[config.mk]
export PLATFORM = sky130hd
export DESIGN_NAME = tri_area_cell
export DESIGN_NICKNAME = d
export VERILOG_FILES = /design/src/triangle_area_3d_macros.svh /design/src/tri_area_cell.sv
export SDC_FILE = /design/constraint.sdc
export NUM_CORES = 1
export LEC_CHECK = 0
export BUFFER_PORTS_ARGS = -buffer_cell sky130_fd_sc_hd__buf_2
export CORE_MARGIN = 5
export CORE_UTILIZATION = 35
export DETAILED_ROUTE_END_ITERATION = 6
export MAX_ROUTING_LAYER = met4
export PLACE_DENSITY = 0.78
export SETUP_SLACK_MARGIN = 0.2
export SKIP_LAST_GASP = 1
export SYNTH_ARGS = -nofsm -noshare
export SYNTH_HDL_FRONTEND = slang
export SYNTH_SLANG_ARGS = --single-unit
[constraint.sdc]
create_clock -name clk -period 0.8 [get_ports clk]
set_input_delay 0.12 -clock clk [delete_from_list [all_inputs] [get_ports clk]]
set_output_delay 0.12 -clock clk [all_outputs]
set_load 0.05 [all_outputs]
[src/triangle_area_3d_macros.svh]
// Assertion macros for the triangle area block.
// Expects clk and rst_n in the scope of each use.
`ifndef TRIANGLE_AREA_3D_MACROS_SVH
`define TRIANGLE_AREA_3D_MACROS_SVH

// Check that cons holds in the same cycle as ante
`define TRI_AREA_ASSERT_IMPLY(label, ante, cons, msg) \
    label: assert property (@(posedge clk) disable iff (!rst_n) (ante) |-> (cons)) \
        else $error(msg);

// Check that cons holds a fixed number of cycles after ante
`define TRI_AREA_ASSERT_DELAY(label, ante, dly, cons, msg) \
    label: assert property (@(posedge clk) disable iff (!rst_n) (ante) |-> ## dly (cons)) \
        else $error(msg);

`endif

[src/tri_area_cell.sv]
// One cell of the square root chain: settles one root bit per request.
// No dependencies.
module tri_area_cell #(
    parameter int ROOT_W = 50
)(
    input  logic                  clk,
    input  logic                  rst_n,
    input  logic                  in_valid,
    input  logic [2*ROOT_W-1:0]   in_rad,
    input  logic [ROOT_W:0]       in_rem,
    input  logic [ROOT_W-1:0]     in_root,
    output logic                  out_valid,
    output logic [2*ROOT_W-1:0]   out_rad,
    output logic [ROOT_W:0]       out_rem,
    output logic [ROOT_W-1:0]     out_root
);

    localparam int CUR_W = ROOT_W + 3;

    logic                  valid_reg;
    logic [2*ROOT_W-1:0]   rad_reg, rad_next;
    logic [ROOT_W:0]       rem_reg, rem_next;
    logic [ROOT_W-1:0]     root_reg, root_next;
    logic [CUR_W-1:0]      cur, trial, diff;
    logic                  take;

    // Bring down the next two radicand bits and try root*4 + 1
    always_comb
    begin
        cur       = {in_rem, in_rad[2*ROOT_W-1 -: 2]};
        trial     = {1'b0, in_root, 2'b01};
        diff      = cur - trial;
        take      = (cur >= trial);
        rem_next  = take ? diff[ROOT_W:0] : cur[ROOT_W:0];
        root_next = {in_root[ROOT_W-2:0], take};
        rad_next  = {in_rad[2*ROOT_W-3:0], 2'b00};
    end

    // Hold the valid flag
    always_ff @(posedge clk or negedge rst_n)
    begin
        if (!rst_n)
        begin
            valid_reg <= 1'b0;
        end
        else
        begin
            valid_reg <= in_valid;
        end
    end

    // Hand the partial result to the next cell
    always_ff @(posedge clk)
    begin
        rad_reg  <= rad_next;
        rem_reg  <= rem_next;
        root_reg <= root_next;
    end

    assign out_valid = valid_reg;
    assign out_rad   = rad_reg;
    assign out_rem   = rem_reg;
    assign out_root  = root_reg;

endmodule

==> impl_metrics.toml, run 1 <==
[run_status]
status = "complete, but fails checks"
violations = "DRC, hold timing, setup timing"

[die]
row_count = 54
die_x_um = 159
die_y_um = 159
core_area_sq_um = 21800
dieArea_sq_um = 25100
ios = 406
start_util_pct = 35.5

[route]
wl_um = 45000
drtIter0Drc = 762
num_vias = 9668
drtAntennaViolNets = 0
wl_per_cell_um = 24.1
drc = 9
via_per_inst = 5.17
dr.pass1.iters = 7

[power]
seq_power_share_pct = 34.5
p_leak_nw = 8.08
power_frac_clock_pct = 26.4
peakVddDrop_v = 0.00153
power_mw = 34.5
combPwrFrac_pct = 39.1
swShare_pct = 37.6
powerDensity_nw_per_um2 = 2050
p_switching_mw = 13.0
power.internal_mw = 21.5

[grt]
globalRouteMet2Util_pct = 54.0
gr-usage-met1_pct = 32.8
grt_pass1_vias = 10000
grt_pass1_wl_um = 59500
busiest_layer = "met2"
grt_max_degree = 23
overflow = 0
antenna_found_initial = 9
global_route.usage.met3_pct = 9.43
grtUsageTotal_pct = 32.5

[cells_and_area]
postLayoutCellArea_sq_um = 16900
areaGrowthSynthToFinish_pct = 118
drive_gt1_share_pct = 58.6
nFillCells = 1204
fin_nets = 1822

[worst_setup_path]
worstPathRequired_ns = 1.14
crit_fanout = 11
end_kind = "register"
critPathSlowestCell = "a221o_1"
crit_type = "input pin to register"
critPathMaxStageDelay_ns = 0.42
worstPathCellList = "buf_2 > ha_4 > o211ai_1 > o21a_2 > a211oi_2 > o21ba_2 > a221o_1 > a31oi_4 > o21ai_4 > a311oi_4 > buf_6 > buf_12 > nand2_1 > o21ai_0"
worstPathArrival_ns = 3.10
start_kind = "input pin"

[min_path]
hp-class = "input pin to register"

[sta]
fin_hold_ws_ns = -0.0680
min_period_ns = 2.76
setup_viol = 252
hold_viol = 4
setup_slack_ns = -1.96
fin_crit_sh_pct = 344
rsz0062_at_grt = "yes"
fmax_mhz = 363
slew_violations = 0

[place]
place_area_sq_um = 11800
io_buffers = 403
gp_congestion = 0.940
dp_hpwl_um = 24700

[yosys]
synth_cell_types = 60
avgSynthCellArea_sq_um = 9.93
async_reset_ff_share_pct = 0.500
synth_area_leaders = "dfxtp_1 (52%), ha_1 (8.4%), a21o_1 (4.4%)"
ys_seq_elements = 200
yosys_warnings = 0
seq_area_frac_synth_pct = 51.9
synth_edf_count = 0
netlist_area_sq_um = 7720
synthFlopType = "dfxtp_1"
synth_top_cell_by_area = "dfxtp_1"
syn-instance-count = 778
synth_top_area_share_pct = 51.6

[clocking]
htreeDepth = 4
clkSlewWorstSetupHoldPaths_ns = 0.08
cts-buffers-inserted = 17
clock_sinks = 200
clock_path_buffers = 2
cts-root-buf = "clkbuf_16"
cts_tree = "yes"

[run]
drv_cap = 0
-- power groups by stage --
stage	Clock, mW	Combinational [mW]	Sequential (mW)
global placement	0	9.55	11.6
global route	9.53	14.0	12.0
floorplan	0	2.68	15.1
CTS	9.01	12.5	11.8
detailed placement	0	9.62	11.6
finish	9.11	13.5	11.9
-- synthesized netlist by cell type, drive strengths merged, types with 6 or more instances --
cell	number
nor3	11
buf	9
a211oi	6
nand2	74
o21ai	64
nor2	28
dfxtp	199
a31oi	8
ha	52
a21oi	40
nor2b	9
and3	7
a21o	45
xnor2	26
nand3	13
xor2	21
nand4	19
clkbuf	22
and2	8
inv	60
-- logic make-up after synthesis --
logic type | synth area share [%]
mux | 0.713
buf+inv | 5.15
xor+xnor | 5.33
flops | 51.9
other cells | 0.0485
compound gates | 17.7
simple gates | 10.7
fa+ha+maj | 8.42
-- routing by layer --
layer	wire length, um	vias up	part of all wire (%)
met1	14900	4507	33
li1	-	4288	-
met2	21300	625	47
met4	4160	0	9.2
met5	0	-	0
met3	4590	248	10
-- registers in the layout, indices dropped and copies added, names as in the netlist --
register   flops
out_rad       98
out_rem       51
out_root      50
out_valid      1
-- per-stage QoR --
stage | setup slack, ns | std cells | util, % | TNS (ns)
2_1_floorplan | -1.92 | 779 | - | -93.85
3_3_place_gp | -2.23 | 1619 | 54.0 | -111.31
3_5_place_dp | -2.31 | 1619 | 54.0 | -113.15
4_1_cts | -1.68 | 1849 | 75.3 | -134.99
5_1_grt | -2.07 | 1868 | 77.5 | -157.15
6_report | -1.96 | 1869 | 77.5 | -148.79
-- worst max-delay path: cells and delay by family --
kind,cells,cell delay (ns)
adders and majority gates,1,0.27
and+or+nand+nor,1,0.08
AOI/OAI and AO/OA,9,1.99
buffers and inverters,3,0.62
-- placed cells by master, fill, tap and decap left out, types with 6 or more instances in the layout --
cell type,instances
buf_2,198
dfxtp_2,195
buf_4,194
dlygate4sd3_1,186
buf_8,182
inv_1,55
nand2_1,55
a21o_1,45
ha_1,45
o21ai_0,34
a21oi_1,31
nor2_1,28
xnor2_1,25
buf_6,24
xor2_1,21
nand4_1,19
clkbuf_16,18
o21ai_1,14
o21ai_2,14
nand2_2,13
nand3_1,12
buf_12,12
diode_2,10
nor3_1,10
nor2b_1,9
and2_1,8
and3_1,7
a21oi_2,7
a31oi_1,7
ha_4,7
inv_6,6
nand2_4,6
clkinv_8,6
-- layout make-up --
cell class,count,area [sq um],area share (%)
clock buffers,18,429,2.55
multi-input cells,488,3730,22.1
repair buffers,799,7630,45.3
well taps,280,350,2.08
flip-flops and latches,200,4270,25.3
clock inverters,14,175,1.04
inverters,60,248,1.47
diodes,10,25.0,0.148
-- what timing repair did --
action / 4_1_cts / 5_1_grt
gates cloned: 4 / 1
endpoints found under the setup margin: 252 / 253
hold endpoints to repair: 198 / 5
hold buffers: 185 / 2
buffers inserted: 9 / 8
pin swaps: 15 / 27
resized for setup: 608 / 98
-- worst paths after layout --
kind	startpoint	to	slack (ns)	cells after the start
max	in_rem[1]	out_rem[17]	-1.96	14
min in group asynchronous	rst_n	out_valid	-0.04	2
max in group asynchronous	rst_n	out_valid	0.73	2
min	in_rem[45]	out_rem[47]	-0.07	2
(Power assumes the default switching activity.)
==> run 2, diff against run 1 <==
--- a/config.mk
+++ b/config.mk
@@ -10,7 +10,7 @@
 export CORE_UTILIZATION = 35
 export DETAILED_ROUTE_END_ITERATION = 6
 export MAX_ROUTING_LAYER = met4
-export PLACE_DENSITY = 0.78
+export PLACE_DENSITY = 0.76
 export SETUP_SLACK_MARGIN = 0.2
 export SKIP_LAST_GASP = 1
 export SYNTH_ARGS = -nofsm -noshare
==> constraint.sdc (replaced) <==
create_clock -name clk -period 3.35 [get_ports clk]
set_input_delay 0.5025 -clock clk [delete_from_list [all_inputs] [get_ports clk]]
set_output_delay 0.5025 -clock clk [all_outputs]
set_load 0.05 [all_outputs]
==> run 2 against run 1 <==
  * The flow now finishes without violations
  * Sequential cell count unchanged
  * Critical path type unchanged
  * Cell count down 19%
  * Clock-buffer cell count unchanged
  * Highest routed layer unchanged
  * Die area unchanged
==> impl_metrics.toml, run 2 (synthesized netlist as in run 1, its figures left out) <==
[run_status]
status = "completed"

[clocking]
clkSlewWorstSetupHoldPaths_ns = 0.09
clock_sinks = 200
cts_tree = "yes"
cts-root-buf = "clkbuf_16"
clock_path_buffers = 2
cts-buffers-inserted = 17
htreeDepth = 4
post_cts_buffers = 0

[sta]
fmax_mhz = 337
slew_violations = 0
fin_crit_sh_pct = 88.7
rsz0062_at_grt = "no"
setup_viol = 0
hold_viol = 0
min_period_ns = 2.97

[die]
die_x_um = 159
die_y_um = 159
start_util_pct = 35.5
ios = 406
row_count = 54
dieArea_sq_um = 25100
core_area_sq_um = 21800

[worst_setup_path]
worstPathArrival_ns = 3.29
path_buf_inv = 3
cp_top_family = "compound AO/OA/AOI/OAI gates"
end_kind = "register"
crit_type = "input pin to register"
critPathMaxStageDelay_ns = 0.53
critPathSlowestCell = "or4_1"
crit_fanout = 4
worstPathCellList = "buf_2 > inv_1 > ha_4 > nor2b_1 > o31a_1 > o311ai_0 > buf_4 > a21oi_1 > or4_1 > nand3_1 > nand2_1 > a311oi_1 > xor2_1 > o21ai_0"
start_kind = "input pin"
worstPathRequired_ns = 3.67

[place]
gp_congestion = 0.925
dp_hpwl_um = 23100
io_buffers = 403
dp.cells = 1474

[power]
p_switching_mw = 2.63
seq_power_share_pct = 38.5
peakVddDrop_v = 0.000278
power.internal_mw = 4.27
p_leak_nw = 5.66
powerDensity_nw_per_um2 = 626
swShare_pct = 38.1
power_frac_clock_pct = 31.2
combPwrFrac_pct = 30.3
power_mw = 6.90

[cells_and_area]
largest_reg_flops = 98
areaGrowthSynthToFinish_pct = 42.7
fin_nets = 1470
layout_commonest_cell = "buf_2"
mostFrequentLayoutCells = "buf_2 (403), dfxtp_1 (199), nand2_1 (74)"
stdcell_count = 1509
nFillCells = 2079
drive_gt1_share_pct = 40.4

[grt]
grt_pass1_wl_um = 38600
grt_pass1_vias = 6985
overflow = 0
grt_max_degree = 33
grtUsageTotal_pct = 20.8
antenna_found_initial = 4

[route]
wl_per_cell_um = 18.1
num_vias = 7121
dr.pass1.iters = 5
drc = 0
drtAntennaViolNets = 0
drtIter0Drc = 380
wl_um = 27300
via_per_inst = 4.72

[min_path]
hp-class = "input pin to register"

[run]
drv_cap = 0
[run 2: metrics by stage]
stage          hold slack [ns]  utilization (%)  TNS, ns  setup slack [ns]  instance area [sq um]
5_1_grt                  0.131             50.6        0             0.232                  11000
3_5_place_dp             0.278             47.6   -0.224           -0.0947                  10400
4_1_cts                  0.142             50.6        0             0.326                  11000
2_1_floorplan            0.207                -        0             0.204                   7800
3_3_place_gp             0.278             47.6  -0.0314           -0.0314                  10400
6_report                 0.162             50.7        0             0.380                  11000
[run 2: final timing paths]
| path | startpoint | end | slack, ns | depth (start not counted) |
|---|---|---|---|---|
| max | in_root[0] | out_rem[38] | 0.38 | 14 |
| min | in_rad[79] | out_rad[81] | 0.16 | 1 |
| max in group asynchronous | rst_n | out_valid | 2.90 | 2 |
| min in group asynchronous | rst_n | out_valid | 0.37 | 2 |
[run 2: layer usage]
layer	GRT usage [%]	vias up	wire length [um]
met3	4.73	33	1820
li1	-	3562	-
met2	36.0	259	13800
met5	-	-	0
met4	6.62	0	768
met1	24.0	3267	11000
[run 2: repair_timing]
action / 4_1_cts / 5_1_grt
hold buffers: 1 / 0
endpoints found under the setup margin: 0 / 1
gates resized for setup: 0 / 1
endpoints found under the hold margin: 1 / 0
[run 2: cell type report]
type / instances / area (sq um) / area share, %
flip-flops and latches: 200 / 4010 / 36.4
multi-input cells: 488 / 3400 / 30.9
repair buffers: 447 / 2400 / 21.8
clock buffers: 18 / 439 / 3.99
well taps: 280 / 350 / 3.18
inverters: 60 / 225 / 2.04
clock inverters: 14 / 188 / 1.70
diodes: 2 / 5.00 / 0.0454
[run 2: power by group through the flow]
stage                     registers [mW]  logic [mW]  clock network, mW
after global routing                2.68        2.21               2.32
after global placement              2.71        2.08                  0
after CTS                           2.66        2.10               2.21
after detailed placement            2.72        2.09                  0
final                               2.66        2.09               2.15
after floorplan                     3.54       0.623                  0
==> run 3, diff against run 2 <==
--- a/config.mk
+++ b/config.mk
@@ -6,11 +6,11 @@
 export NUM_CORES = 1
 export LEC_CHECK = 0
 export BUFFER_PORTS_ARGS = -buffer_cell sky130_fd_sc_hd__buf_2
-export CORE_MARGIN = 5
-export CORE_UTILIZATION = 35
+export CORE_AREA = 5 5 156 158
 export DETAILED_ROUTE_END_ITERATION = 6
+export DIE_AREA = 0 0 161 163
 export MAX_ROUTING_LAYER = met4
-export PLACE_DENSITY = 0.76
+export PLACE_DENSITY = 0.74
 export SETUP_SLACK_MARGIN = 0.2
 export SKIP_LAST_GASP = 1
 export SYNTH_ARGS = -nofsm -noshare
==> run 3 against run 2 <==
  * Worst hold slack worse by 0.0068 ns
  * Critical path depth down 1
  * Worst setup slack worse by 0.023 ns
  * Sequential cell count unchanged
  * Cell count up 0.99%
  * Via count up 0.15%
  * Largest cell class unchanged
  * Sequential share of layout area about the same
  * Non-clock buffer count up 2
  * Critical path type unchanged
==> impl_metrics.toml, run 3 (synthesized netlist as in run 1, its figures left out) <==
[route]
drtIter0Drc = 377
num_vias = 7132
drc = 0
wl_um = 27200
drtAntennaViolNets = 0
via_per_inst = 4.68
dr.pass1.iters = 5
wl_per_cell_um = 17.9

[sta]
hold_viol = 0
fin_tns_setup_ns = 0
rsz0062_at_grt = "yes"
slew_violations = 0
setup_viol = 0
fmax_mhz = 334
fin_crit_sh_pct = 89.4
min_period_ns = 2.99
setup_slack_ns = 0.356
fin_hold_ws_ns = 0.155

[worst_setup_path]
worstPathRequired_ns = 3.69
end_kind = "register"
worstPathArrival_ns = 3.33
start_kind = "input pin"
crit_fanout = 5
crit_type = "input pin to register"

[die]
die_x_um = 161
ios = 406
start_util_pct = 33.6
row_count = 56
core_area_sq_um = 23000
dieArea_sq_um = 26200
die_y_um = 163

[grt]
overflow = 0
antenna_found_initial = 5
busiest_layer = "met2"
grt_max_degree = 37
globalRouteMet2Util_pct = 36.2
grt_pass1_vias = 7304
grtUsageTotal_pct = 20.6
grt_pass1_wl_um = 40700
gr-usage-met1_pct = 23.0
global_route.usage.met3_pct = 5.52

[place]
place_area_sq_um = 10400
gp_congestion = 0.910
dp_hpwl_um = 23000
preCtsSetupSlack_ns = -0.139
io_buffers = 403

[cells_and_area]
drive_gt1_share_pct = 40.6
largest_reg_flops = 98
nFillCells = 2257
postLayoutCellArea_sq_um = 11000
layout_commonest_cell = "buf_2"
areaGrowthSynthToFinish_pct = 42.7
mostFrequentLayoutCells = "buf_2 (403), dfxtp_1 (199), nand2_1 (74)"
multi_input_area_sq_um = 3400
sequential_cell_area_sq_um = 4010
fin_nets = 1472

[run_status]
status = "completed"

[min_path]
hp-class = "input pin to register"

[power]
powerDensity_nw_per_um2 = 624
p_leak_nw = 5.66
peakVddDrop_v = 0.000287

[clocking]
clock_sinks = 200
clkSlewWorstSetupHoldPaths_ns = 0.09
htreeDepth = 4
cts_tree = "yes"
post_cts_buffers = 0
cts-root-buf = "clkbuf_16"
clock_path_buffers = 2
cts-buffers-inserted = 17

[run]
drv_cap = 0
==> run 3: cell count changes in the layout (fill, tap and decap cells not counted), sizes merged <==
cell	previous run	this run
buf	446	448
inv	68	67
diode	2	5
clkinv	6	7
==> run 3: repair_timing <==
item	CTS	global route
hold buffers	1	0
setup endpoints to repair	0	2
resized for setup	0	1
hold endpoints to repair	1	0
==> run 3: area by class of cell <==
type	count	share of cell area (%)
inverter	60	2.04
antenna	5	0.114
sequential	200	36.4
multi-input combinational	488	30.8
tap	290	3.29
clock buffer	18	3.98
timing repair buffer	449	21.7
clock inverter	14	1.68
==> run 3: path summary, 6_finish.rpt <==
path                             from           to  slack [ns]  depth (start not counted)
max                        in_root[2]  out_rem[43]        0.36                         13
min                        in_rad[68]  out_rad[70]        0.15                          1
max in group asynchronous       rst_n    out_valid        2.90                          2
min in group asynchronous       rst_n    out_valid        0.37                          2
==> run 3: worst max-delay path, stage by stage <==
cell and delay, ns:
buf_2 0.10, inv_1 0.06, ha_4 0.29, o211ai_1 0.09, o21a_1 0.27, a2111oi_2 0.43
o21ai_1 0.20, a2111oi_2 0.41, o21ai_1 0.20, nand2_1 0.12, a31oi_1 0.11, mux2_1 0.34
o41ai_2 0.21
==> run 3: report_power, final <==
| group | total (mW) | internal [mW] | switching (mW) | leakage [nW] |
|---|---|---|---|---|
| clock network | 2.13 | 1.05 | 1.09 | 0.301 |
| logic | 2.08 | 0.613 | 1.47 | 3.67 |
| registers | 2.66 | 2.61 | 0.0560 | 1.69 |
==> run 3: layer usage <==
metal	wire [um]	share of wire [%]	vias to the layer above
met1	11100	41	3279
li1	-	-	3575
met4	676	2.5	0
met5	0	0	-
met2	13900	51	247
met3	1590	5.8	31
==> run 3: per-stage QoR <==
stage	util (%)	instances	power, mW
2_1_floorplan	-	779	4.16
3_3_place_gp	45.1	1486	4.80
3_5_place_dp	45.1	1486	4.81
4_1_cts	47.9	1519	6.96
5_1_grt	48.0	1524	7.19
6_report	48.0	1524	6.88
